==> src/rtl/core/bthin_pkg.sv <==
// Shared types, constants and the pixel deletion test for the thinning block.
// No dependencies; used by every module under rtl/core except bthin_ram.
package bthin_pkg;

  localparam int MAX_ROWS = 64;
  localparam int MAX_COLS = 64;
  localparam int ROW_W    = $clog2(MAX_ROWS);
  localparam int COL_W    = $clog2(MAX_COLS);
  localparam int DIM_W    = 7;
  localparam int CNT_W    = 13;
  localparam logic [CNT_W-1:0] PASS_MAX = {CNT_W{1'b1}};
  localparam int BLACK_MIN = 2;
  localparam int BLACK_MAX = 6;
  localparam int NBR_N     = 8;

  typedef enum logic [1:0] {
    KIND_WRITE = 2'd0,
    KIND_THIN  = 2'd1,
    KIND_READ  = 2'd2,
    KIND_NONE  = 2'd3
  } kind_t;

  typedef enum logic [3:0] {
    S_CLR,
    S_IDLE,
    S_ITEM_RD,
    S_ITEM_EX,
    S_T_RD0,
    S_T_RD1,
    S_T_RD2,
    S_T_RUN,
    S_T_END,
    S_RESP
  } state_t;

  typedef enum logic [2:0] {
    RD_ITEM,
    RD_ROW0,
    RD_ROW1,
    RD_ROW2,
    RD_AHEAD
  } rd_sel_t;

  typedef struct packed {
    logic    clr_wr;
    logic    latch;
    logic    exec;
    logic    thin_init;
    logic    sub_init;
    logic    shift;
    logic    run_step;
    logic    sub_end;
    logic    resp_load;
    rd_sel_t rd_sel;
  } cmd_t;

  typedef struct packed {
    logic  clr_last;
    kind_t kind;
    logic  small_img;
    logic  last_row;
    logic  phase;
    logic  change;
    logic  out_free;
  } status_t;

  // p[0..7] = P2..P9 (N, NE, E, SE, S, SW, W, NW)
  function automatic logic del_ok(input logic [NBR_N-1:0] p, input logic ph);
    logic [3:0] black;
    logic [3:0] trans;
    logic       rule;
    black = '0;
    trans = '0;
    for (int i = 0; i < NBR_N; i++) begin
      black = black + 4'(p[i]);
      if (!p[i] && p[(i == NBR_N - 1) ? 0 : i + 1]) begin
        trans = trans + 4'd1;
      end
    end
    if (!ph) begin
      rule = !(p[0] & p[2] & p[4]) && !(p[2] & p[4] & p[6]);
    end else begin
      rule = !(p[0] & p[2] & p[6]) && !(p[0] & p[4] & p[6]);
    end
    return (black >= 4'(BLACK_MIN)) && (black <= 4'(BLACK_MAX)) &&
           (trans == 4'd1) && rule;
  endfunction

endpackage

==> src/rtl/core/bthin_ctrl.sv <==
// Sequencer for the thinning block: clearing pass, item handling, thinning passes.
// Depends on bthin_pkg; drives bthin_dp through cmd_t / status_t.
module bthin_ctrl import bthin_pkg::*; (
  input  logic    clk,
  input  logic    rst_n,
  input  logic    in_valid,
  output logic    in_ready,
  input  status_t st,
  output cmd_t    cmd
);

  state_t state_r, state_nxt;

  always_ff @(posedge clk) begin
    if (!rst_n) begin
      state_r <= S_CLR;
    end else begin
      state_r <= state_nxt;
    end
  end

  always_comb begin
    state_nxt = state_r;
    case (state_r)
      S_CLR:     if (st.clr_last) state_nxt = S_IDLE;
      S_IDLE:    if (in_valid) state_nxt = S_ITEM_RD;
      S_ITEM_RD: begin
        if (st.kind == KIND_THIN) begin
          state_nxt = st.small_img ? S_T_END : S_T_RD0;
        end else begin
          state_nxt = S_ITEM_EX;
        end
      end
      S_ITEM_EX: state_nxt = S_RESP;
      S_T_RD0:   state_nxt = S_T_RD1;
      S_T_RD1:   state_nxt = S_T_RD2;
      S_T_RD2:   state_nxt = S_T_RUN;
      S_T_RUN:   if (st.last_row) state_nxt = S_T_END;
      S_T_END: begin
        if (!st.phase) begin
          state_nxt = st.small_img ? S_T_END : S_T_RD0;
        end else if (st.change) begin
          state_nxt = S_T_RD0;
        end else begin
          state_nxt = S_RESP;
        end
      end
      S_RESP:    if (st.out_free) state_nxt = S_IDLE;
      default:   state_nxt = S_CLR;
    endcase
  end

  always_comb begin
    cmd        = '0;
    cmd.rd_sel = RD_ITEM;
    in_ready   = 1'b0;
    case (state_r)
      S_CLR:     cmd.clr_wr = 1'b1;
      S_IDLE: begin
        in_ready  = 1'b1;
        cmd.latch = in_valid;
      end
      S_ITEM_RD: cmd.thin_init = (st.kind == KIND_THIN);
      S_ITEM_EX: cmd.exec = 1'b1;
      S_T_RD0: begin
        cmd.rd_sel   = RD_ROW0;
        cmd.sub_init = 1'b1;
      end
      S_T_RD1: begin
        cmd.rd_sel = RD_ROW1;
        cmd.shift  = 1'b1;
      end
      S_T_RD2: begin
        cmd.rd_sel = RD_ROW2;
        cmd.shift  = 1'b1;
      end
      S_T_RUN: begin
        cmd.rd_sel   = RD_AHEAD;
        cmd.shift    = 1'b1;
        cmd.run_step = 1'b1;
      end
      S_T_END:   cmd.sub_end = 1'b1;
      S_RESP:    cmd.resp_load = st.out_free;
      default:   cmd = '0;
    endcase
  end

endmodule

==> config.mk <==
export PLATFORM = sky130hd
export DESIGN_NAME = bthin_ctrl
export DESIGN_NICKNAME = d
export VERILOG_FILES = /design/src/rtl/core/bthin_pkg.sv /design/src/rtl/core/bthin_ctrl.sv
export SDC_FILE = /design/constraint.sdc
export NUM_CORES = 1
export LEC_CHECK = 0
export BUFFER_PORTS_ARGS = -buffer_cell sky130_fd_sc_hd__buf_2
export CORE_AREA = 2 2 39 41
export DETAILED_ROUTE_END_ITERATION = 7
export DIE_AREA = 0 0 41 43
export GPL_ROUTABILITY_DRIVEN = 1
export PLACE_DENSITY = 0.75
export SLEW_MARGIN = 20
export SYNTH_ARGS = -nofsm -noshare
export SYNTH_HDL_FRONTEND = slang
export SYNTH_SLANG_ARGS = --single-unit
==> constraint.sdc <==
create_clock -name clk -period 4.55 [get_ports clk]
set_input_delay 0.6825 -clock clk [delete_from_list [all_inputs] [get_ports clk]]
set_output_delay 0.6825 -clock clk [all_outputs]
set_load 0.05 [all_outputs]
* Word level (Yosys, flattened, before mapping)
Cells that the tools add are included. Widths: inputs -> output; s select.
Operators by class: reduce and logical (&&, ||, !) cells 3, multiplexer cells 20, equal/unequal tests 14
Operator list (number):
- $pmux 4 s10 | 1
- $mux 4 | 8
- $eq 4x3->1 const B | 4
- $pmux 3 s4 | 1
- $mux 1 | 10
- $eq 4x2->1 const B | 2
- $eq 4x4->1 const B | 2
- $ne 2x2->1 const B | 4
- $eq 4x1->1 const B | 1
- $logic_not 4->1 | 1
- $reduce_and 4->1 | 1
- $reduce_or 3->1 | 1
- $eq 2x1->1 const B | 1
Word-level totals: input bits 11, logic and storage cells 38, bits in registers 4, output and inout bits 13

* Logic depth before layout (Yosys ltp)
word-level depth 3, depth in mapped cells 6, mapped depth without buffers 5

* Least setup slack after synthesis
OpenSTA, ideal clock, no wires.
kind register -> output, start point register state_r[0], end point output cmd[10] in the netlist's numbering, data arrival time 2.419 ns, buffers on the path 1, required time 3.868 ns, stages on the path, launching flop included 5, slack 1.448 ns, path through dfxtp_1 > buf_6 > or2b_2 > nor3_1 > and2_1
RTL lines:
- from (decl) | RTL line bthin_ctrl.sv:12 | state_t state_r, state_nxt;
- from (signal assigned) | RTL line bthin_ctrl.sv:18 | state_r <= state_nxt;
- to (decl) | RTL line bthin_ctrl.sv:9 | output cmd_t cmd

==> impl_metrics.json <==
{
  "gp_congestion": 0.774,
  "grt_pass1_vias": 431,
  "ys_seq_area_share_pct": 16.5,
  "netlist_instances": 68,
  "syn_nets": 79,
  "end_kind": "primary output",
  "ant_nets": 0,
  "grt_max_degree": 18,
  "ys_top_cells_by_area": "dfxtp_1 (16%), nor3_1 (8.2%), nor2b_1 (5.2%), nor2_1 (4.6%), nand2b_1 (3.9%)",
  "startpoint_type": "register",
  "synthesis.area_um2": 485,
  "area_growth_syn_to_layout_pct": 24.0,
  "synth_edf_count": 0,
  "fp.dieArea_mm2": 0.00176,
  "largestRegisters": "state_r (4)",
  "synth-main-ff-cell": "dfxtp_1",
  "num_vias": 555,
  "drc": 0,
  "max_stage_delay_ns": 0.64,
  "clock-sinks": 4,
  "num_rows": 14,
  "grtUsageTotal_pct": 15.2,
  "cts_max_level": 1,
  "start_util_pct": 35.1,
  "outcome": "complete, no violations",
  "wl_mm": 1.16,
  "path_cells": "or2b_2 -> nor3_1 -> and2_1 -> buf_2",
  "cts_buffers": 3,
  "cap_violations": 0,
  "period_minus_slack_ns": 2.54,
  "regMostFlops": "state_r",
  "peakVddDrop_mv": 0.237,
  "nNetsFinal": 100,
  "avgSynthCellArea_um2": 7.14,
  "clkSlewWorstSetupHoldPaths_ns": 0.04,
  "clock_latency_ns": 0.23,
  "cts_tree": "yes",
  "slowest_stage": "dfxtp_1",
  "post_dp_cell_area_um2": 579,
  "final_max_slew_viol_count": 0,
  "core_area_mm2": 0.00138,
  "final_hold_viol_count": 0,
  "required_ns": 3.87,
  "final_area_um2": 602,
  "final.setup_skew_ns": 0.000855,
  "antenna_cells": 0,
  "viasPerCell": 5.39,
  "power_density_mw_per_mm2": 543,
  "tns_ns": 0,
  "synth.largest_area_cell": "dfxtp_1",
  "die_h_um": 43,
  "crit_arrival_ns": 1.86,
  "port_buffers": 23,
  "path_max_fanout": 17,
  "antenna_found_initial": 0,
  "async_reset_ff_share_pct": 0,
  "ctsResizeCount": 0,
  "largest_register_ffs": 4,
  "route.detailed.wl_per_inst_um": 11.2,
  "power.leakage_uw": 0.000265,
  "holdCritPathClass": "input port to register",
  "dp.final_hpwl_um": 881,
  "io_pins": 24,
  "tightestPinTransition_ns": 0.620,
  "yosys_warnings": 0,
  "cts_root_buffer": "clkbuf_4",
  "cts_setup_buffers": 0,
  "drive_above_1_share_pct": 37.9,
  "yosysTopAreaCellShare_pct": 16.5,
  "slew_headroom_pct": 58.6,
  "yosysMostFrequentCell": "nor3_1",
  "ys_ff_latch": 4,
  "setup_violations": 0,
  "cts_buffer_depth": 2,
  "fmax_mhz": 394,
  "drt_iter0_drc": 3,
  "rsz0062_at_grt": "false",
  "path_delay_family": "simple AND/OR/NAND/NOR gates",
  "synthTopCellsByCount": "nor3_1 (8), nor2_1 (6), dfxtp_1 (4), nor2b_1 (4)",
  "ys_types": 36,
  "grt_pass1_wl_mm": 1.86,
  "hold_buffers": 0,
  "path_class": "register to primary output",
  "overflow": 0,
  "finalCritPeriodShare_pct": 55.8,
  "crit_buf_inv": 1,
  "dieWidth_um": 41,
  "dr.pass1.iters": 2
}
==> placed cells by master, fill, tap and decap left out, drive strengths merged, types with 2 or more instances in the layout <==
master   count
dfxtp        4
nand2b       4
nor3         9
a21oi        4
nor2         6
nor4         4
o21ai        6
a2111oi      2
nand2        2
clkbuf       3
or4          2
buf         23
nor2b        4
==> routing by layer <==
metal  routed length (µm)  track usage, %  part of all wire, %
met1                  541            21.9                   47
met2                  549            20.3                   47
met5                    0               0                    0
met4                    0            2.00                    0
met3                   65            7.85                  5.6
==> power breakdown <==
| group | switching (µW) | leakage (µW) | internal [µW] |
|---|---|---|---|
| clock | 13.4 | 0.0000138 | 29.4 |
| combinational | 130 | 0.000219 | 70.1 |
| sequential | 39.3 | 0.0000327 | 44.6 |
==> kinds of logic (layout without fill, tap and decap cells) <==
family / after synthesis / count (layout) / share of synthesized area [%]
buf+inv: 8 / 27 / 9.28
flops: 4 / 4 / 16.5
simple gates: 36 / 36 / 45.9
compound gates: 20 / 20 / 28.4
==> cell type report <==
| type | count | area [µm²] |
|---|---|---|
| flip-flops and latches | 4 | 80.1 |
| fillers | 153 | 782 |
| multi-input cells | 56 | 360 |
| repair buffers | 23 | 115 |
| well taps | 16 | 20.0 |
| inverters | 1 | 3.75 |
| clock buffers | 3 | 22.5 |
==> path summary, 6_finish.rpt <==
| path | depth (start not counted) | slack [ns] | start | end |
|---|---|---|---|---|
| min reg2reg | 2 | 0.75 | state_r[0] | state_r[0] |
| max | 4 | 2.01 | state_r[0] | cmd[10] |
| min | 2 | 0.72 | rst_n | state_r[1] |
| max reg2reg | 5 | 2.79 | state_r[0] | state_r[3] |
==> through the flow <==
step	setup WS, ns	utilization (%)	cells	hold slack (ns)	total power (µW)
6_report	2.01	43.5	103	0.717	327
5_1_grt	1.86	43.5	103	0.708	355
4_1_cts	2.02	43.5	103	0.719	329
3_5_place_dp	2.25	41.9	100	0.733	284
3_3_place_gp	2.27	41.9	100	0.719	282
2_1_floorplan	1.45	-	68	0.685	255
(Power assumes the default switching activity.)
